File: src/hw/rtl/pttl_pkg.sv
package pttl_pkg;

	localparam int MAX_ENTRIES_DEF = 16;
	localparam int ADDR_BITS_DEF   = 16;

	localparam int PS_W        = 16;
	localparam int CNT_CFG_W   = 5;
	localparam int FRAME_OUT_W = 4;
	localparam int PHYS_W      = 20;
	localparam int CFG_IDX_W   = 2;
	localparam int CFG_DATA_W  = 16;
	localparam int QUEUE_DEPTH = 2;

	localparam logic [PS_W-1:0]      PS_RESET      = PS_W'(256);
	localparam logic [CNT_CFG_W-1:0] ENTRIES_RESET = CNT_CFG_W'(16);

	typedef enum logic [CFG_IDX_W-1:0] {
		REG_PAGE_SIZE = 2'd0,
		REG_ENTRIES   = 2'd1,
		REG_POLICY    = 2'd2
	} cfg_reg_t;

	localparam logic POLICY_LRU  = 1'b0;
	localparam logic POLICY_FIFO = 1'b1;

	typedef struct packed {
		logic                   fault;
		logic [FRAME_OUT_W-1:0] frame;
		logic [PHYS_W-1:0]      phys;
	} res_t;

endpackage

File: src/hw/rtl/page_table_translate_lru_fifo_core.sv
// channel    | ports                                           | transfer
// -----------+-------------------------------------------------+------------------------
// request    | push, full, virtual_address                     | push && !full
// result     | empty, pop, fault, frame, physical_address      | pop && !empty
// config     | cfg_valid, cfg_ready, cfg_index, cfg_data       | cfg_valid && cfg_ready
//
// front divider takes one request at a time, one quotient bit a cycle while it divides
// table walk reads and compares one slot at a time, then on an eviction or an LRU hit
// shifts the entries down one by one, a read and a write for each; one request at a time
// a two-entry queue sits between divider and table, another on the result side
// reset empties the table and the queues and loads the register defaults
// a full result queue stalls the table walk, which backs up into the divider
module page_table_translate_lru_fifo_core #(
	parameter int MAX_ENTRIES = pttl_pkg::MAX_ENTRIES_DEF,
	parameter int ADDR_BITS   = pttl_pkg::ADDR_BITS_DEF
) (
	input  logic                              clk,
	input  logic                              arst_n,
	input  logic                              push,
	output logic                              full,
	input  logic [ADDR_BITS-1:0]              virtual_address,
	output logic                              empty,
	input  logic                              pop,
	output logic                              fault,
	output logic [pttl_pkg::FRAME_OUT_W-1:0]  frame,
	output logic [pttl_pkg::PHYS_W-1:0]       physical_address,
	input  logic                              cfg_valid,
	output logic                              cfg_ready,
	input  logic [pttl_pkg::CFG_IDX_W-1:0]    cfg_index,
	input  logic [pttl_pkg::CFG_DATA_W-1:0]   cfg_data
);

	localparam int PS_W  = pttl_pkg::PS_W;
	localparam int CW    = $clog2(MAX_ENTRIES + 1);
	localparam int MID_W = ADDR_BITS + 2 * PS_W;
	localparam int RES_W = $bits(pttl_pkg::res_t);

	logic [PS_W-1:0]                page_size_q;
	logic [pttl_pkg::CNT_CFG_W-1:0] entries_q;
	logic                           policy_q;
	logic [CW-1:0]                  slots;

	logic             mid_push;
	logic [MID_W-1:0] mid_wdata;
	logic             mid_full;
	logic             mid_pop;
	logic [MID_W-1:0] mid_rdata;
	logic             mid_empty;

	logic             res_push;
	pttl_pkg::res_t   res_wdata;
	logic             res_full;
	logic [RES_W-1:0] res_rdata;
	pttl_pkg::res_t   res_head;

	assign cfg_ready = 1'b1;

	always_ff @(posedge clk or negedge arst_n) begin
		if (!arst_n) begin
			page_size_q <= pttl_pkg::PS_RESET;
			entries_q   <= pttl_pkg::ENTRIES_RESET;
			policy_q    <= pttl_pkg::POLICY_LRU;
		end else if (cfg_valid) begin
			case (cfg_index)
				pttl_pkg::REG_PAGE_SIZE: page_size_q <= cfg_data[PS_W-1:0];
				pttl_pkg::REG_ENTRIES:   entries_q   <= cfg_data[pttl_pkg::CNT_CFG_W-1:0];
				pttl_pkg::REG_POLICY:    policy_q    <= cfg_data[0];
				default: begin
				end
			endcase
		end
	end

	// zero slots behaves as one, more than the table holds saturates
	always_comb begin
		if (entries_q == '0) begin
			slots = CW'(1);
		end else if (32'(entries_q) > MAX_ENTRIES) begin
			slots = CW'(MAX_ENTRIES);
		end else begin
			slots = CW'(entries_q);
		end
	end

	pttl_front #(
		.ADDR_BITS(ADDR_BITS)
	) u_front (
		.clk            (clk),
		.arst_n         (arst_n),
		.push           (push),
		.virtual_address(virtual_address),
		.full           (full),
		.page_size      (page_size_q),
		.out_push       (mid_push),
		.out_data       (mid_wdata),
		.out_full       (mid_full)
	);

	pttl_queue #(
		.W(MID_W)
	) u_mid_queue (
		.clk   (clk),
		.arst_n(arst_n),
		.push  (mid_push),
		.wdata (mid_wdata),
		.full  (mid_full),
		.pop   (mid_pop),
		.rdata (mid_rdata),
		.empty (mid_empty)
	);

	pttl_table #(
		.MAX_ENTRIES(MAX_ENTRIES),
		.ADDR_BITS  (ADDR_BITS)
	) u_table (
		.clk     (clk),
		.arst_n  (arst_n),
		.in_empty(mid_empty),
		.in_data (mid_rdata),
		.in_pop  (mid_pop),
		.slots   (slots),
		.policy  (policy_q),
		.out_push(res_push),
		.out_res (res_wdata),
		.out_full(res_full)
	);

	pttl_queue #(
		.W(RES_W)
	) u_res_queue (
		.clk   (clk),
		.arst_n(arst_n),
		.push  (res_push),
		.wdata (res_wdata),
		.full  (res_full),
		.pop   (pop),
		.rdata (res_rdata),
		.empty (empty)
	);

	assign res_head         = res_rdata;
	assign fault            = res_head.fault;
	assign frame            = res_head.frame;
	assign physical_address = res_head.phys;

endmodule

File: src/hw/rtl/pttl_queue.sv
module pttl_queue #(
	parameter int W = 8
) (
	input  logic         clk,
	input  logic         arst_n,
	input  logic         push,
	input  logic [W-1:0] wdata,
	output logic         full,
	input  logic         pop,
	output logic [W-1:0] rdata,
	output logic         empty
);

	localparam int PW = (pttl_pkg::QUEUE_DEPTH > 1) ? $clog2(pttl_pkg::QUEUE_DEPTH) : 1;
	localparam int CW = $clog2(pttl_pkg::QUEUE_DEPTH + 1);

	logic [W-1:0]  data_q [pttl_pkg::QUEUE_DEPTH];
	logic [PW-1:0] wr_ptr_q;
	logic [PW-1:0] rd_ptr_q;
	logic [CW-1:0] cnt_q;
	logic          do_push;
	logic          do_pop;

	assign full    = (cnt_q == CW'(pttl_pkg::QUEUE_DEPTH));
	assign empty   = (cnt_q == '0);
	assign do_push = push && !full;
	assign do_pop  = pop && !empty;
	assign rdata   = data_q[rd_ptr_q];

	always_ff @(posedge clk) begin
		if (do_push) begin
			data_q[wr_ptr_q] <= wdata;
		end
	end

	always_ff @(posedge clk or negedge arst_n) begin
		if (!arst_n) begin
			wr_ptr_q <= '0;
			rd_ptr_q <= '0;
			cnt_q    <= '0;
		end else begin
			if (do_push) begin
				wr_ptr_q <= (wr_ptr_q == PW'(pttl_pkg::QUEUE_DEPTH - 1)) ? '0 : wr_ptr_q + PW'(1);
			end
			if (do_pop) begin
				rd_ptr_q <= (rd_ptr_q == PW'(pttl_pkg::QUEUE_DEPTH - 1)) ? '0 : rd_ptr_q + PW'(1);
			end
			if (do_push && !do_pop) begin
				cnt_q <= cnt_q + CW'(1);
			end else if (do_pop && !do_push) begin
				cnt_q <= cnt_q - CW'(1);
			end
		end
	end

endmodule

File: src/hw/rtl/pttl_front.sv
module pttl_front #(
	parameter int ADDR_BITS = pttl_pkg::ADDR_BITS_DEF
) (
	input  logic                                   clk,
	input  logic                                   arst_n,
	input  logic                                   push,
	input  logic [ADDR_BITS-1:0]                   virtual_address,
	output logic                                   full,
	input  logic [pttl_pkg::PS_W-1:0]              page_size,
	output logic                                   out_push,
	output logic [ADDR_BITS+2*pttl_pkg::PS_W-1:0]  out_data,
	input  logic                                   out_full
);

	localparam int PS_W = pttl_pkg::PS_W;
	localparam int NW   = $clog2(ADDR_BITS + 1);

	typedef enum logic [1:0] {
		F_IDLE,
		F_DIV,
		F_PUSH
	} fstate_t;

	fstate_t              state_q;
	logic [NW-1:0]        cnt_q;
	logic [ADDR_BITS-1:0] dvd_q;
	logic [PS_W-1:0]      rem_q;
	logic [PS_W-1:0]      ps_q;
	logic [PS_W:0]        trial;
	logic [PS_W:0]        diff;
	logic                 ge;

	// restoring division, one quotient bit a cycle shifted into the dividend
	assign trial = {rem_q, dvd_q[ADDR_BITS-1]};
	assign diff  = trial - {1'b0, ps_q};
	assign ge    = (trial >= {1'b0, ps_q});

	assign full     = (state_q != F_IDLE);
	assign out_push = (state_q == F_PUSH);
	assign out_data = {dvd_q, rem_q, ps_q};

	always_ff @(posedge clk or negedge arst_n) begin
		if (!arst_n) begin
			state_q <= F_IDLE;
			cnt_q   <= '0;
		end else begin
			case (state_q)
				F_IDLE: begin
					if (push) begin
						dvd_q   <= virtual_address;
						rem_q   <= '0;
						ps_q    <= (page_size == '0) ? PS_W'(1) : page_size;
						cnt_q   <= NW'(ADDR_BITS);
						state_q <= F_DIV;
					end
				end
				F_DIV: begin
					dvd_q <= {dvd_q[ADDR_BITS-2:0], ge};
					rem_q <= ge ? diff[PS_W-1:0] : trial[PS_W-1:0];
					cnt_q <= cnt_q - NW'(1);
					if (cnt_q == NW'(1)) begin
						state_q <= F_PUSH;
					end
				end
				F_PUSH: begin
					if (!out_full) begin
						state_q <= F_IDLE;
					end
				end
				default: begin
					state_q <= F_IDLE;
				end
			endcase
		end
	end

endmodule

File: src/hw/rtl/pttl_table.sv
module pttl_table #(
	parameter int MAX_ENTRIES = pttl_pkg::MAX_ENTRIES_DEF,
	parameter int ADDR_BITS   = pttl_pkg::ADDR_BITS_DEF
) (
	input  logic                                  clk,
	input  logic                                  arst_n,
	input  logic                                  in_empty,
	input  logic [ADDR_BITS+2*pttl_pkg::PS_W-1:0] in_data,
	output logic                                  in_pop,
	input  logic [$clog2(MAX_ENTRIES+1)-1:0]      slots,
	input  logic                                  policy,
	output logic                                  out_push,
	output pttl_pkg::res_t                        out_res,
	input  logic                                  out_full
);

	localparam int PS_W = pttl_pkg::PS_W;
	localparam int CW   = $clog2(MAX_ENTRIES + 1);
	localparam int FW   = (MAX_ENTRIES > 1) ? $clog2(MAX_ENTRIES) : 1;
	localparam int EW   = ADDR_BITS + FW;
	localparam int MW   = FW + PS_W + 1;

	typedef enum logic [2:0] {
		ST_IDLE,
		ST_CHECK,
		ST_CMP,
		ST_MUL,
		ST_EVICT,
		ST_SH_RD,
		ST_SH_WR,
		ST_DONE
	} bstate_t;

	bstate_t              state_q;
	logic [CW-1:0]        idx_q;
	logic [CW-1:0]        vc_q;
	logic [ADDR_BITS-1:0] page_q;
	logic [PS_W-1:0]      off_q;
	logic [PS_W-1:0]      ps_q;
	logic [FW-1:0]        keep_q;
	pttl_pkg::res_t       res_q;

	// entry = {page, frame}
	logic [EW-1:0] mem [MAX_ENTRIES];
	logic [EW-1:0] rd_q;
	logic [FW-1:0] rd_addr;
	logic          wr_en;
	logic [FW-1:0] wr_addr;
	logic [EW-1:0] wr_data;

	logic [CW-1:0]        lim;
	logic [CW:0]          nxt;
	logic [ADDR_BITS-1:0] rd_page;
	logic [FW-1:0]        rd_frame;
	logic [MW-1:0]        phys_full;

	// valid entries always form a prefix, so the fill count stands for the valid bits
	assign lim      = (vc_q < slots) ? vc_q : slots;
	assign nxt      = (CW+1)'(idx_q) + (CW+1)'(1);
	assign rd_page  = rd_q[EW-1:FW];
	assign rd_frame = rd_q[FW-1:0];
	assign phys_full = MW'(keep_q) * MW'(ps_q) + MW'(off_q);

	assign in_pop   = (state_q == ST_IDLE) && !in_empty;
	assign out_push = (state_q == ST_DONE) && !out_full;
	assign out_res  = res_q;

	always_comb begin
		rd_addr = idx_q[FW-1:0];
		wr_en   = 1'b0;
		wr_addr = idx_q[FW-1:0];
		wr_data = {page_q, keep_q};
		case (state_q)
			ST_CHECK: begin
				if (idx_q == slots) begin
					rd_addr = '0;
				end else if (idx_q >= vc_q) begin
					wr_en   = 1'b1;
					wr_data = {page_q, idx_q[FW-1:0]};
				end
			end
			ST_SH_RD: begin
				if (nxt < (CW+1)'(lim)) begin
					rd_addr = FW'(nxt);
				end else begin
					wr_en = 1'b1;
				end
			end
			ST_SH_WR: begin
				wr_en   = 1'b1;
				wr_data = rd_q;
			end
			default: begin
			end
		endcase
	end

	always_ff @(posedge clk) begin
		if (wr_en) begin
			mem[wr_addr] <= wr_data;
		end
		rd_q <= mem[rd_addr];
	end

	always_ff @(posedge clk or negedge arst_n) begin
		if (!arst_n) begin
			state_q <= ST_IDLE;
			vc_q    <= '0;
			idx_q   <= '0;
		end else begin
			case (state_q)
				ST_IDLE: begin
					if (!in_empty) begin
						page_q  <= in_data[ADDR_BITS+2*PS_W-1:2*PS_W];
						off_q   <= in_data[2*PS_W-1:PS_W];
						ps_q    <= in_data[PS_W-1:0];
						idx_q   <= '0;
						state_q <= ST_CHECK;
					end
				end
				ST_CHECK: begin
					if (idx_q == slots) begin
						state_q <= ST_EVICT;
					end else if (idx_q >= vc_q) begin
						// empty slot: frame is the slot index
						vc_q    <= vc_q + CW'(1);
						res_q   <= '{fault: 1'b1,
						             frame: pttl_pkg::FRAME_OUT_W'(idx_q),
						             phys: '0};
						state_q <= ST_DONE;
					end else begin
						state_q <= ST_CMP;
					end
				end
				ST_CMP: begin
					if (rd_page == page_q) begin
						keep_q  <= rd_frame;
						state_q <= ST_MUL;
					end else begin
						idx_q   <= idx_q + CW'(1);
						state_q <= ST_CHECK;
					end
				end
				ST_MUL: begin
					res_q   <= '{fault: 1'b0,
					             frame: pttl_pkg::FRAME_OUT_W'(keep_q),
					             phys: pttl_pkg::PHYS_W'(phys_full)};
					state_q <= (policy == pttl_pkg::POLICY_LRU) ? ST_SH_RD : ST_DONE;
				end
				ST_EVICT: begin
					// oldest entry leaves, its frame goes to the new page at the tail
					keep_q  <= rd_frame;
					res_q   <= '{fault: 1'b1,
					             frame: pttl_pkg::FRAME_OUT_W'(rd_frame),
					             phys: '0};
					idx_q   <= '0;
					state_q <= ST_SH_RD;
				end
				ST_SH_RD: begin
					state_q <= (nxt < (CW+1)'(lim)) ? ST_SH_WR : ST_DONE;
				end
				ST_SH_WR: begin
					idx_q   <= idx_q + CW'(1);
					state_q <= ST_SH_RD;
				end
				ST_DONE: begin
					if (!out_full) begin
						state_q <= ST_IDLE;
					end
				end
				default: begin
					state_q <= ST_IDLE;
				end
			endcase
		end
	end

endmodule

File: config.mk
export PLATFORM = sky130hd
export DESIGN_NAME = page_table_translate_lru_fifo_core
export DESIGN_NICKNAME = d
export VERILOG_FILES = /design/src/hw/rtl/pttl_pkg.sv /design/src/hw/rtl/page_table_translate_lru_fifo_core.sv /design/src/hw/rtl/pttl_queue.sv /design/src/hw/rtl/pttl_front.sv /design/src/hw/rtl/pttl_table.sv
export SDC_FILE = /design/constraint.sdc
export NUM_CORES = 1
export LEC_CHECK = 0
export BUFFER_PORTS_ARGS = -buffer_cell sky130_fd_sc_hd__buf_2
export CORE_ASPECT_RATIO = 1.75
export CORE_MARGIN = 5
export CORE_UTILIZATION = 43
export CTS_BUF_LIST = sky130_fd_sc_hd__clkbuf_2 sky130_fd_sc_hd__clkbuf_4 sky130_fd_sc_hd__clkbuf_8
export CTS_CLUSTER_SIZE = 24
export DETAILED_ROUTE_END_ITERATION = 7
export PLACE_DENSITY_LB_ADDON = 0.1
export SKIP_CTS_REPAIR_TIMING = 1
export SLEW_MARGIN = 30
export SYNTH_ARGS = -nofsm -noshare
export SYNTH_HDL_FRONTEND = slang
export SYNTH_SLANG_ARGS = --single-unit
File: constraint.sdc
create_clock -name clk -period 5.75 [get_ports clk]
set_input_delay 1.15 -clock clk [delete_from_list [all_inputs] [get_ports clk]]
set_output_delay 1.15 -clock clk [all_outputs]
set_load 0.01 [all_outputs]
==> impl.org, run 1 <==
** Run status
- Result of the run :: complete, no violations

** Critical path
- In this run the worst setup path begins at entries_q[4].
- Beginning of the worst register-to-register path :: entries_q[4]
- STA classifies the critical path endpoint as a flip-flop.
- Critical path type :: reg2reg
- Arrival time reported for the critical path endpoint :: 5.82 ns
- Maximum net fanout on the critical path :: 22
- Worst Path Required :: 6.34 ns
- Across all register-to-register paths, the minimum setup slack is 0.52 ns.
- The worst setup path is launched from a flip-flop.
- The worst register-to-register path has a depth of 18.
- Endpoint of the worst-slack reg-to-reg timing path :: u_table.rd_q[16]

** Min path
- Worst Hold Launch :: u_table.out_res[8]
- Terminating pin of the worst hold path :: u_res_queue.data_q[1][8]
- Counting instances, the worst hold path has a depth of 0.
- The tightest min-delay check is of the reg2reg type.

** Finish
- Filler cell count in the final layout :: 5953
- In the layout the commonest cells are sky130_fd_sc_hd__edfxtp_1, sky130_fd_sc_hd__nand2_1, sky130_fd_sc_hd__nand3_1, sky130_fd_sc_hd__a21oi_1, sky130_fd_sc_hd__clkbuf_8.
- Commonest non-fill, non-tap cell in the layout :: sky130_fd_sc_hd__edfxtp_1
- Layout overhead on the synthesized area :: 11.9%
- Cells with a size suffix above 1 make up 17.6% of the layout.
- NumNets Final :: 2506

** Global route
- All-Layer GR Usage :: 20.1%
- Number of global-route vias before repair :: 18300
- Entering global routing, the biggest net connects 77 pins.
- The number of antenna violations at the first check in global routing came to 1.
- The first global-routing pass estimated 111000 um of wire.
- Global-route congestion overflow total :: 0

** Routing
- After detailed routing, the average wire length per cell comes to 21.9 um.
- Number of DRC violations after detailed-routing iteration 0 :: 961
- Routed vias :: 17500
- Detailed Routing Iterations Pass 1 :: 5
- Total Routed Length :: 73000 um
- After detailed routing, the number of remaining DRC violations is 0.
- The count of nets left with antenna violations once routing finished came out at 0.
- In the routed layout, each cell is associated on average with a via count of 5.26.

** Die
- Die W :: 207 um
- The die covers 0.0732 mm^2.
- Vertical die dimension :: 354 um
- Total I/O pin count :: 67
- For this configuration, the core starts out at a cell density of 43.2%.
- Site Rows :: 126
- Core Area :: 0.0673 mm^2

** STA
- Final-report max-slew violation count :: 0
- Of the available clock period, the critical path in the final layout requires 91.0%.
- Actual transition at the worst max-transition pin :: 0.989 ns
- Aggregate negative setup slack :: 0 ns
- Fmax :: 191 MHz
- Setup repair after global routing missed its margin :: no
- Count of endpoints failing setup in the final report :: 0
- The count of final hold-check violations is 0.
- For the final database, setup skew stands at 0.0361 ns.
- In this run the tightest slew margin relative to its limit is 33.4%.
- Post-layout minimum cycle time :: 5.23 ns
- Crit path setup slack, layout :: 0.520 ns
- Worst Hold Slack :: 0.444 ns

** Yosys
- Number of enable-type register cells in the synthesized netlist :: 591
- Cell type with the largest total area after synthesis :: sky130_fd_sc_hd__edfxtp_1
- Share of synthesized area occupied by flip-flops and latches :: 66.7%
- Cell area after synthesis :: 0.0291 mm^2
- Top cells by area in the synthesized netlist :: sky130_fd_sc_hd__edfxtp_1, sky130_fd_sc_hd__nand2_1, sky130_fd_sc_hd__dfrtp_1, sky130_fd_sc_hd__mux2_2, sky130_fd_sc_hd__fa_1
- Synth warn :: 0
- Number of synthesized register bits :: 661
- Post-synth net total :: 2401
- Dominant synthesized flop cell :: sky130_fd_sc_hd__edfxtp_1
- For this run, asynchronously set or reset flops after synthesis account for 7.56%.
- The top cell type by area accounts for 61.0% of the synthesized area.
- Yosys mapped the design onto 72 distinct sky130hd cell types.
- Cell count after synthesis :: 2252
- Avg Cell Area, Syn :: 12.9 um^2

** Clocking
- TritonCTS built the clock tree.
- Clock insertion delay at the later pin of the skew report :: 0.73 ns
- The clock net in this run drives a total of 661 sinks.
- The cell sitting at the root of the clock tree is a sky130_fd_sc_hd__clkbuf_8.
- Max H-tree Level :: 3
- Number of buffers inserted during clock tree synthesis :: 96
- After clock tree synthesis, the clock-pin slew on the worst setup and hold paths is 0.07 ns.
- Counting along the longest clock path gives a buffer depth of 3.

** Power and ir drop
- Total power :: 17.2 mW
- IR analysis of the VDD net gives a maximum drop of 364 uV.
- Power spread over the standard cell area amounts to 528 mW/mm^2.
- Summed over all cells, the static leakage comes to 12.2 nW.

** Placed design
- Timing analysis after detailed placement gives a worst setup slack of 0.596 ns.
- At the end of routability-driven placement, the weighted congestion stood at 0.874.
- Post-detail-place hpwl :: 47900 um
- IO buf count :: 65

** Flow run
- Maximum capacitance violations :: 0
==> critical path: stages (launching register included) <==
cell	delay (ns)
sky130_fd_sc_hd__dfstp_2	0.40
sky130_fd_sc_hd__nor2b_1	0.24
sky130_fd_sc_hd__inv_1	0.09
sky130_fd_sc_hd__ha_1	0.34
sky130_fd_sc_hd__nand4_1	0.15
sky130_fd_sc_hd__o221ai_1	0.51
sky130_fd_sc_hd__nor2_1	0.10
sky130_fd_sc_hd__a31oi_1	0.20
sky130_fd_sc_hd__ha_1	0.28
sky130_fd_sc_hd__a21oi_1	0.15
sky130_fd_sc_hd__o221ai_1	0.17
sky130_fd_sc_hd__a2111oi_2	0.37
sky130_fd_sc_hd__nor3_1	0.15
sky130_fd_sc_hd__or3b_1	0.57
sky130_fd_sc_hd__a221o_2	0.46
sky130_fd_sc_hd__buf_4	0.25
sky130_fd_sc_hd__nand2_4	0.37
sky130_fd_sc_hd__a21oi_1	0.09
sky130_fd_sc_hd__nor4_2	0.24
==> layout make-up <==
class / count / area, um^2 / share of cell area, %
tap: 896 / 1120 / 3.44
sequential: 661 / 19400 / 59.6
clock buffer: 132 / 1640 / 5.02
clock inverter: 46 / 297 / 0.911
multi-input combinational: 1388 / 8940 / 27.4
timing repair buffer: 124 / 843 / 2.59
inverter: 86 / 323 / 0.991
antenna: 1 / 2.50 / 0.00769
==> cells in the mapped netlist (5+ instances only) <==
master	n
sky130_fd_sc_hd__edfxtp_1	591
sky130_fd_sc_hd__nand2_1	514
sky130_fd_sc_hd__nand3_1	163
sky130_fd_sc_hd__a21oi_1	111
sky130_fd_sc_hd__mux2_2	96
sky130_fd_sc_hd__inv_1	84
sky130_fd_sc_hd__nor2_1	79
sky130_fd_sc_hd__clkbuf_1	66
sky130_fd_sc_hd__ha_1	66
sky130_fd_sc_hd__dfrtp_1	48
sky130_fd_sc_hd__fa_1	44
sky130_fd_sc_hd__xnor2_1	36
sky130_fd_sc_hd__buf_2	32
sky130_fd_sc_hd__o21ai_0	28
sky130_fd_sc_hd__and2_1	26
sky130_fd_sc_hd__xor2_1	24
sky130_fd_sc_hd__mux2i_1	22
sky130_fd_sc_hd__dfxtp_1	20
sky130_fd_sc_hd__nor3_1	18
sky130_fd_sc_hd__nor4_1	15
sky130_fd_sc_hd__a21o_1	14
sky130_fd_sc_hd__nand2b_1	14
sky130_fd_sc_hd__nor2b_1	12
sky130_fd_sc_hd__nor4_2	11
sky130_fd_sc_hd__a22oi_1	8
sky130_fd_sc_hd__buf_1	8
sky130_fd_sc_hd__buf_6	8
sky130_fd_sc_hd__nand3_2	8
sky130_fd_sc_hd__nand4_1	8
sky130_fd_sc_hd__a22o_1	6
sky130_fd_sc_hd__a211oi_1	5
sky130_fd_sc_hd__o21a_1	5
==> worst max path at each step <==
| stage | to | slack, ns | cells past startpoint |
|---|---|---|---|
| floorplan | u_table.out_res[18] | 0.93 | 17 |
| global placement | u_table.rd_q[2] | 0.76 | 18 |
| detailed placement | u_table.rd_q[3] | 0.60 | 18 |
| CTS | u_table.rd_q[16] | 0.52 | 18 |
| global route | u_table.rd_q[3] | 0.11 | 18 |
| finish | u_table.rd_q[16] | 0.52 | 18 |
==> logic make-up (layout without fill, tap and decap cells) <==
group                    after synthesis  count (layout)  synth area share [%]
AND/OR/NAND/NOR                      885             885                  13.6
flip-flops                           661             661                  66.7
AO/OA/AOI/OAI                        214             214                  4.61
buffers and inverters                203             388                  3.00
multiplexers                         118             118                  4.47
adder cells (fa/ha/maj)              110             110                  5.86
XOR/XNOR                              60              60                  1.81
other                                  1               2                0.0129
==> power breakdown <==
| group | switching (mW) | internal (mW) | total, mW |
|---|---|---|---|
| logic | 4.13 | 2.37 | 6.50 |
| registers | 0.531 | 6.41 | 6.94 |
| clock network | 1.80 | 1.95 | 3.76 |
| total | 6.47 | 10.7 | 17.2 |
==> sequential cells by signal (all words and copies together) (netlist names), 20 cells and up <==
register	cells
u_table.mem	320
u_mid_queue.data_q	96
u_res_queue.data_q	50
u_table.out_res	25
u_table.rd_q	20
==> per-layer routing <==
layer  wire [um]  GRT usage (%)  up-vias
li1            -              -     8219
met1       26500           22.5     8759
met2       40900           37.7      442
met3        3060           3.29      112
met4        2620           7.79        0
met5           0              0        -
==> stage by stage <==
step,utilization (%),cells,cell area [um^2]
floorplan,-,2252,29100
global placement,45.5,3155,30600
detailed placement,45.5,3155,30600
CTS,48.4,3333,32600
global route,48.4,3334,32600
finish,48.4,3334,32600
Note: power is estimated with default switching activity, not from simulation.
==> run 2, diff against run 1 <==
--- a/config.mk
+++ b/config.mk
@@ -17,4 +17,5 @@
 export SLEW_MARGIN = 30
 export SYNTH_ARGS = -nofsm -noshare
 export SYNTH_HDL_FRONTEND = slang
+export SYNTH_HIERARCHICAL = 1
 export SYNTH_SLANG_ARGS = --single-unit
==> run 2 against run 1 <==
Compared with the run above:
- critical path depth down 3
- core utilization grew 0.16 points
- clock power is 3% higher
- largest cell class unchanged
- highest routed layer unchanged
- synthesized area shrank 0.12%
- non-clock buffer count is 13 lower
==> impl.org, run 2 <==
** Critical path
- Endpoint of the worst-slack reg-to-reg timing path :: u_table/out_res[18]
- The slack of the worst reg-to-reg path is 0.45 ns (-0.07 ns).
- Beginning of the worst register-to-register path :: u_table/keep_q[1]
- Crit path launch :: u_table/keep_q[1]
- The arrival time of the worst setup path is 5.75 ns (-0.07 ns).
- Critical path's largest stage delay :: 0.86 ns (+0.29 ns)
- The worst setup path is captured at a flip-flop.
- Sort of element at the start of the critical path :: flip-flop
- The logic depth of the worst path, buffers included is 15 (-3).
- The slowest stage of the critical path belongs to the cell sky130_fd_sc_hd__o41ai_1.
- The required time of the critical path was 6.20 ns (-0.14 ns).
- Number of buffers and inverters on the critical path :: 3 (+1)
- The worst-path maximum fanout was 9 (-59%).
- Family with the most delay on the worst path :: compound AO/OA/AOI/OAI gates
- Worst reg2reg path depth :: 15 (-3)
- Cell-by-cell listing of the critical path :: and2_1, fa_1, fa_1, inv_1, fa_1, inv_1, ha_1, inv_1, o21ai_0, a2111oi_0, o41ai_1, a2111oi_1, o41ai_1, xor2_1, and2_1
- End point of the critical path :: u_table/out_res[18]
- Critical path type :: reg2reg

** Yosys
- The count of different cell masters after synthesis is 86 (+19%).
- Number of synthesized register bits :: 661 (unchanged)
- Avg Cell Area, Syn :: 15.9 um^2 (+23%)
- The most used flip-flop cell after synthesis is sky130_fd_sc_hd__edfxtp_1.
- After synthesis, the most frequently instantiated cells are sky130_fd_sc_hd__edfxtp_1, sky130_fd_sc_hd__nand2_1, sky130_fd_sc_hd__inv_1, sky130_fd_sc_hd__mux2_2, sky130_fd_sc_hd__mux4_2.
- Share of synthesized area occupied by flip-flops and latches :: 66.7% (+0.080 points)
- By instance count, the leading cell after synthesis is sky130_fd_sc_hd__edfxtp_1.
- Top cells by area in the synthesized netlist :: sky130_fd_sc_hd__edfxtp_1, sky130_fd_sc_hd__mux4_2, sky130_fd_sc_hd__dfrtp_1, sky130_fd_sc_hd__mux2_2, sky130_fd_sc_hd__fa_1
- The async set-reset flop share out of synthesis was 7.56% (unchanged).
- The net count after synthesis came to 1973 (-18%).
- Cell area after synthesis :: 0.0291 mm^2 (-0.12%)
- Summed over all instances, the cell type with the most area after synthesis is sky130_fd_sc_hd__edfxtp_1.
- The number of warnings reported in the yosys synthesis log was 6 (+6).
- The count of flip-flops with a built-in enable after synthesis came to 591 (unchanged).
- The fraction of post-synthesis cell area in the top cell type by area is 61.1% (+0.074 points).
- Cell count after synthesis :: 1824 (-19%)

** Die
- Core Area :: 0.0673 mm^2 (unchanged)
- Total I/O pin count :: 67 (unchanged)
- The number of placement rows came to 126 (unchanged).
- The area enclosed by the die boundary came to 0.0731 mm^2 (-0.12%).
- The width of the die is 207 um (about the same).
- The vertical die dimension came to 354 um (about the same).
- Initial Util :: 43.2% (-0.052 points)

** Power and ir drop
- Total power :: 16.7 mW (-2.8%)
- Standby leakage power :: 11.8 nW (-3.0%)
- The power per cell area was 512 mW/mm^2 (-3.1%).
- The worst vdd rail ir drop was 421 uV (+15%).

** Finish
- The library cell used most frequently in the layout, excluding fill and tap cells, is sky130_fd_sc_hd__edfxtp_1.
- NumNets Final :: 2101 (-16%)
- Leading cell types in the layout, fill and taps excluded :: sky130_fd_sc_hd__edfxtp_1, sky130_fd_sc_hd__nand2_1, sky130_fd_sc_hd__inv_1, sky130_fd_sc_hd__clkbuf_8, sky130_fd_sc_hd__mux2_2
- Number of flip-flops under the largest register name :: 320 (unchanged)
- The fraction of layout cells with a size suffix above 1 was 25.3% (+7.7 points).
- Register with the most flip-flops :: u_table/mem
- Layout overhead on the synthesized area :: 12.4%
- Registers with the most flip-flops :: u_table/mem (320), u_mid_queue/data_q (96), u_res_queue/data_q (50)

** Placed design
- The number of I/O port buffers was 65 (unchanged).
- Post-detail-place hpwl :: 46000 um (-4.1%)
- The placer congestion estimate is 0.891 (+1.9%).

** Clocking
- The CTS H-tree depth was 3 (unchanged).
- Clock transition at the registers of the reported paths :: 0.07 ns (about the same)
- Number of clock sinks :: 661 (unchanged)
- Clock insertion delay at the later pin of the skew report :: 0.72 ns (about the same)
- TritonCTS built the clock tree.
- Number of buffers inserted during clock tree synthesis :: 96 (unchanged)
- The cell sitting at the root of the clock tree is a sky130_fd_sc_hd__clkbuf_8.
- The buffer levels on the longest clock path came to 3 (unchanged).

** Global route
- The largest net degree at the start of global routing came to 81 (+5.2%).
- The global-route usage over all layers came to 19.1% (-1.0 points).
- The first-pass GRT wire length came to 104000 um (-6.0%).
- Global-route congestion overflow total :: 0 (unchanged)
- Number of antenna violations at the first check in global routing :: 3 (+2)
- The number of global-route vias before repair is 16900 (-7.8%).

** STA
- The final total negative setup slack was 0 ns (unchanged).
- The slew at the pin closest to its max-slew limit is 0.927 ns (-0.0623 ns).
- Final-report max-slew violation count :: 0 (unchanged)
- Count of endpoints failing setup in the final report :: 0 (unchanged)
- The count of final hold-check violations was 0 (unchanged).
- The normalized max-slew margin came to 38.1% (+4.6 points).
- Setup repair after global routing missed its margin :: no
- The minimum clock period after layout came to 5.30 ns (+0.0714 ns).
- The part of the cycle the worst path needs is 92.2% (+1.2 points).
- Fmax :: 189 MHz (-1.3%)
- The worst-case clock skew came to 0.0437 ns (+0.00763 ns).

** Run status
- Result of the run :: complete, no violations

** Routing
- The post-detailed-route count of antenna-violating nets is 0 (unchanged).
- Routed vias :: 15500 (-11%)
- Total Routed Length :: 68300 um (-6.4%)
- Number of DRC violations after detailed-routing iteration 0 :: 960 (-0.10%)
- DRC :: 0 (unchanged)
- Post-DR vias/cell :: 5.31 (+1.0%)
- Detailed Routing Iterations Pass 1 :: 5 (unchanged)
- Routed wirelength normalized by instance count :: 23.3 um (+6.6%)

** Flow run
- The number of max-capacitance violations reported came to 0 (unchanged).

** Min path
- Path class of the lowest-slack min-delay path :: in2async
run 2: cell types whose count changed in the layout (fill, tap and decap cells not counted), moves of 14 or more:
cell | previous run | this run
sky130_fd_sc_hd__inv_1 | 84 | 125
sky130_fd_sc_hd__mux2_4 | 1 | 29
sky130_fd_sc_hd__nor2_1 | 64 | 50
sky130_fd_sc_hd__mux4_2 | 0 | 80
sky130_fd_sc_hd__clkinv_1 | 27 | 11
sky130_fd_sc_hd__mux2i_1 | 21 | 2
sky130_fd_sc_hd__nand3_1 | 163 | 15
sky130_fd_sc_hd__a21oi_1 | 110 | 49
sky130_fd_sc_hd__and2_1 | 25 | 59
sky130_fd_sc_hd__nand2_1 | 514 | 137
sky130_fd_sc_hd__a22oi_1 | 8 | 44
run 2: report_power, final:
part / total (mW) / switching, mW / internal [mW] / leakage [nW]
registers: 6.85 / 0.489 / 6.36 / 6.14
logic: 5.98 / 3.44 / 2.54 / 4.58
clock network: 3.89 / 1.81 / 2.08 / 1.08
total: 16.7 / 5.74 / 11.0 / 11.8
run 2: per-layer routing:
| layer | wire length (um) | global-route usage (%) | vias to the layer above |
|---|---|---|---|
| met1 | 24600 | 21.1 | 7989 |
| li1 | - | - | 7097 |
| met3 | 2380 | 2.88 | 114 |
| met4 | 2780 | 8.00 | 0 |
| met2 | 38500 | 35.9 | 341 |
| met5 | 0 | 0 | - |
run 2: how the worst min path moves through the flow:
stage / from / to / slack (ns) / cells after the start
6_report: arst_n / page_size_q[1] / 0.45 / 1
5_1_grt: arst_n / page_size_q[1] / 0.43 / 1
4_1_cts: arst_n / page_size_q[1] / 0.40 / 1
3_5_place_dp: u_table/out_res[5] / u_res_queue/data_q[0][5] / 0.43 / 0
3_3_place_gp: u_table/out_res[4] / u_res_queue/data_q[1][4] / 0.42 / 0
2_1_floorplan: u_table/out_res[0] / u_res_queue/data_q[0][0] / 0.42 / 0
run 2: cell type report:
type                            instances  area [um^2]
Inverter                              126          473
Multi-Input combinational cell        956         8910
Tap cell                              896         1120
Antenna cell                            3         7.51
Fill cell                            5890        34600
Clock inverter                         34          298
Clock buffer                          139         1730
Sequential cell                       661        19400
Timing Repair Buffer                  111          733
run 2: cells by family (layout without fill, tap and decap cells):
group / count (synthesis) / in the layout / synth area share (%)
buffers and inverters: 207 / 410 / 3.10
AND/OR/NAND/NOR: 372 / 372 / 6.28
adder cells (fa/ha/maj): 110 / 110 / 5.87
multiplexers: 195 / 195 / 11.0
AO/OA/AOI/OAI: 219 / 219 / 5.20
XOR/XNOR: 59 / 59 / 1.78
flip-flops: 661 / 661 / 66.7
other: 1 / 4 / 0.0129
run 2: worst register-to-register path, delay by kind of cell, from the launching register on:
kind | cells | cell delay [ns]
compound gates | 5 | 2.08
fa+ha+maj | 4 | 1.82
flops | 1 | 0.50
simple gates | 2 | 0.37
buf+inv | 3 | 0.15
xor+xnor | 1 | 0.12
run 2: per-stage QoR:
stage / instances / cell area, um^2 / setup slack, ns / util [%] / hold slack, ns
finish: 2926 / 32700 / 0.448 / 48.5 / 0.446
global route: 2924 / 32700 / 0.0912 / 48.5 / 0.429
CTS: 2923 / 32700 / 0.432 / 48.5 / 0.396
detailed placement: 2750 / 30600 / 0.465 / 45.5 / 0.431
global placement: 2750 / 30600 / 0.538 / 45.5 / 0.423
floorplan: 1824 / 29100 / 0.850 / - / 0.421
==> run 3, diff against run 2 <==
==> constraint.sdc (replaced) <==
create_clock -name clk -period 5.75 [get_ports clk]
set_input_delay 0 -clock clk [delete_from_list [all_inputs] [get_ports clk]]
set_output_delay 0 -clock clk [all_outputs]
set_load 0.01 [all_outputs]
==> run 3 against run 2 <==
Compared with the run above:
- routed wire length is 1.2% higher
- register-to-register slack better by 0.05 ns
- largest power group unchanged
- critical path depth is 4 higher
- sequential share of layout area is 0.90 points lower
- largest cell class unchanged
- clock power is 1% higher
==> impl.org, run 3 (same netlist as run 2, synthesis figures left out) <==
** STA
- Part of the cycle the worst path needs :: 91.2% (-0.96 points)
- Aggregate negative setup slack :: 0 ns (unchanged)
- The fmax was 191 MHz (+1.0%).
- Final hold vios :: 0 (unchanged)
- Setup repair after global routing missed its margin :: no
- Post-layout minimum cycle time :: 5.25 ns (-0.0550 ns)
- Actual transition at the worst max-transition pin :: 0.958 ns (+0.0309 ns)
- The normalized max-slew margin came to 36.1% (-1.9 points).
- The total setup violations reported at the end of the flow was 0 (unchanged).
- Worst clock skew :: 0.0414 ns (-0.00227 ns)
- Final-report max-slew violation count :: 0 (unchanged)
- The final hold slack is 0.117 ns (-0.329 ns).

** Routing
- Count of antenna-violating nets left after detailed routing :: 0 (unchanged)
- The total vias in the final route came to 16000 (+2.7%).
- The number of DRC violations after detailed-routing iteration 0 is 1047 (+9.1%).
- WL met1 :: 25200 um (+2.2%)
- The total DRC errors in the routed layout was 0 (unchanged).
- Met3 routed wirelength :: 2200 um (-7.5%)
- Highest Signal Layer :: met4
- The average wire per standard cell came to 23.2 um (-0.56%).
- The via count normalized by instance count is 5.36 (+0.96%).
- Detailed Routing Iterations Pass 1 :: 5 (unchanged)
- The total length of routed met2 wires came to 39500 um (+2.5%).
- Total Routed Length :: 69100 um (+1.2%)

** Global route
- Number of antenna violations at the first check in global routing :: 1 (-2)
- Maximum number of pins on one net before global-route repair :: 81 (unchanged)
- Global-route congestion overflow total :: 0 (unchanged)
- The global-route usage over all layers came to 19.2% (+0.083 points).
- Global-route wire length before repair :: 104000 um (+0.31%)
- The number of global-route vias before repair came to 16900 (+0.059%).

** Finish
- Registers with the most flip-flops :: u_table/mem (320), u_mid_queue/data_q (96), u_res_queue/data_q (50)
- Commonest non-fill, non-tap cell in the layout :: sky130_fd_sc_hd__edfxtp_1
- The register area is 0.0194 mm^2 (unchanged).
- The fraction of layout cells with a size suffix above 1 came to 24.2% (-1.1 points).
- The area growth from synthesis to layout is 14.1%.
- The final instance area was 0.0332 mm^2 (+1.5%).
- Filler cell count in the final layout :: 5758 (-2.2%)
- Register with the most flip-flops :: u_table/mem
- The utilization of the core after routing was 49.3% (+0.75 points).
- NumNets Final :: 2153 (+2.5%)
- Number of flip-flops under the largest register name :: 320 (unchanged)
- Leading cell types in the layout, fill and taps excluded :: sky130_fd_sc_hd__edfxtp_1, sky130_fd_sc_hd__nand2_1, sky130_fd_sc_hd__inv_1, sky130_fd_sc_hd__clkbuf_8, sky130_fd_sc_hd__mux2_2
- The total area of multi-input combinational cells came to 0.00892 mm^2 (+0.15%).

** Clocking
- Number of buffers inserted during clock tree synthesis :: 97 (+1.0%)
- Clock root cell :: sky130_fd_sc_hd__clkbuf_8
- Clock transition at the registers of the reported paths :: 0.07 ns (about the same)
- TritonCTS built the clock tree.
- The buffer levels on the longest clock path came to 3 (unchanged).
- The clock latency reported for the late side of the worst-skew pair is 0.71 ns (about the same).
- Max H-tree Level :: 3 (unchanged)
- Number of clock sinks :: 661 (unchanged)

** Power and ir drop
- Maximum ir drop on the vdd rail :: 415 uV (-1.4%)
- Power per Cell Area :: 507 mW/mm^2 (-0.98%)
- Standby leakage power :: 12.0 nW (+1.6%)

** Critical path
- Sort of element at the start of the critical path :: flip-flop
- Crit. End Element :: flip-flop
- The required time of the critical path came to 6.33 ns (+0.13 ns).
- The worst-path maximum fanout is 48 (+39).
- The arrival time of the worst setup path was 5.82 ns (+0.07 ns).
- The critical path in this run is classified as reg2reg.

** Placed design
- Placed cell area :: 0.0306 mm^2 (-0.12%)
- The detailed-placement wirelength estimate is 45600 um (-0.75%).
- The placer congestion estimate was 0.893 (+0.22%).
- IO buf count :: 65 (unchanged)

** Min path
- The tightest min-delay check is of the in2reg type.

** Flow run
- The number of max-capacitance violations reported was 0 (unchanged).

** Run status
- Result of the run :: complete, no violations

** Die
- Die W :: 207 um (unchanged)
- Die Area :: 0.0731 mm^2 (unchanged)
- The top-level I/O count came to 67 (unchanged).
- Site Rows :: 126 (unchanged)
- The floorplan core area came to 0.0673 mm^2 (unchanged).
- Initial Util :: 43.2% (unchanged)
- Vertical die dimension :: 354 um (unchanged)
==> run 3: cell type report <==
| class | instances | area share [%] |
|---|---|---|
| inverters | 126 | 1.43 |
| flip-flops and latches | 661 | 58.5 |
| clock buffers | 129 | 4.90 |
| multi-input cells | 956 | 26.9 |
| clock inverters | 45 | 1.15 |
| repair buffers | 162 | 3.74 |
| well taps | 896 | 3.38 |
| diodes | 2 | 0.0151 |
==> run 3: metal layers <==
| metal | vias up | global-route usage [%] |
|---|---|---|
| met3 | 101 | 2.99 |
| li1 | 7209 | - |
| met1 | 8343 | 21.2 |
| met5 | - | 0 |
| met2 | 310 | 36.4 |
| met4 | 0 | 7.23 |
==> run 3: per-stage QoR <==
stage | power (mW) | setup slack, ns | std cells
2_1_floorplan | 11.2 | 0.850 | 1824
3_3_place_gp | 12.9 | 0.585 | 2746
4_1_cts | 17.0 | 0.435 | 2920
3_5_place_dp | 13.0 | 0.458 | 2746
6_report | 16.8 | 0.503 | 2977
5_1_grt | 17.8 | 0.127 | 2976
==> run 3: final timing paths <==
path / start / endpoint / slack (ns) / cells after the start
min: virtual_address[8] / u_front/dvd_q[8] / 0.12 / 4
max in group asynchronous: arst_n / u_res_queue/rd_ptr_q / 4.29 / 4
max reg2reg: entries_q[1] / u_table/rd_q[13] / 0.50 / 19
min reg2reg: u_table/out_res[0] / u_res_queue/data_q[1][0] / 0.45 / 0
max: entries_q[1] / u_table/rd_q[13] / 0.50 / 19
min in group asynchronous: arst_n / page_size_q[8] / 0.51 / 3
==> run 3: worst max-delay path, stage by stage, from the launching register on <==
cell,delay (ns)
sky130_fd_sc_hd__dfrtp_1,0.38
sky130_fd_sc_hd__or3_1,0.36
sky130_fd_sc_hd__a21oi_1,0.35
sky130_fd_sc_hd__nor2b_1,0.18
sky130_fd_sc_hd__o21ai_1,0.11
sky130_fd_sc_hd__a21o_1,0.19
sky130_fd_sc_hd__a21o_1,0.25
sky130_fd_sc_hd__nor2_1,0.11
sky130_fd_sc_hd__a21oi_1,0.05
sky130_fd_sc_hd__ha_1,0.30
sky130_fd_sc_hd__a21o_1,0.17
sky130_fd_sc_hd__a221oi_2,0.26
sky130_fd_sc_hd__nand3b_1,0.11
sky130_fd_sc_hd__a31o_1,0.27
sky130_fd_sc_hd__a21oi_4,0.29
sky130_fd_sc_hd__mux2i_4,0.36
sky130_fd_sc_hd__buf_12,0.38
sky130_fd_sc_hd__mux4_2,0.57
sky130_fd_sc_hd__a22oi_1,0.29
sky130_fd_sc_hd__nand2_1,0.09
==> run 3: report_power, final <==
part | total (mW) | internal (mW) | switching (mW)
combinational | 6.03 | 2.58 | 3.45
clock | 3.93 | 2.12 | 1.81
sequential | 6.85 | 6.36 | 0.495
total | 16.8 | 11.1 | 5.75
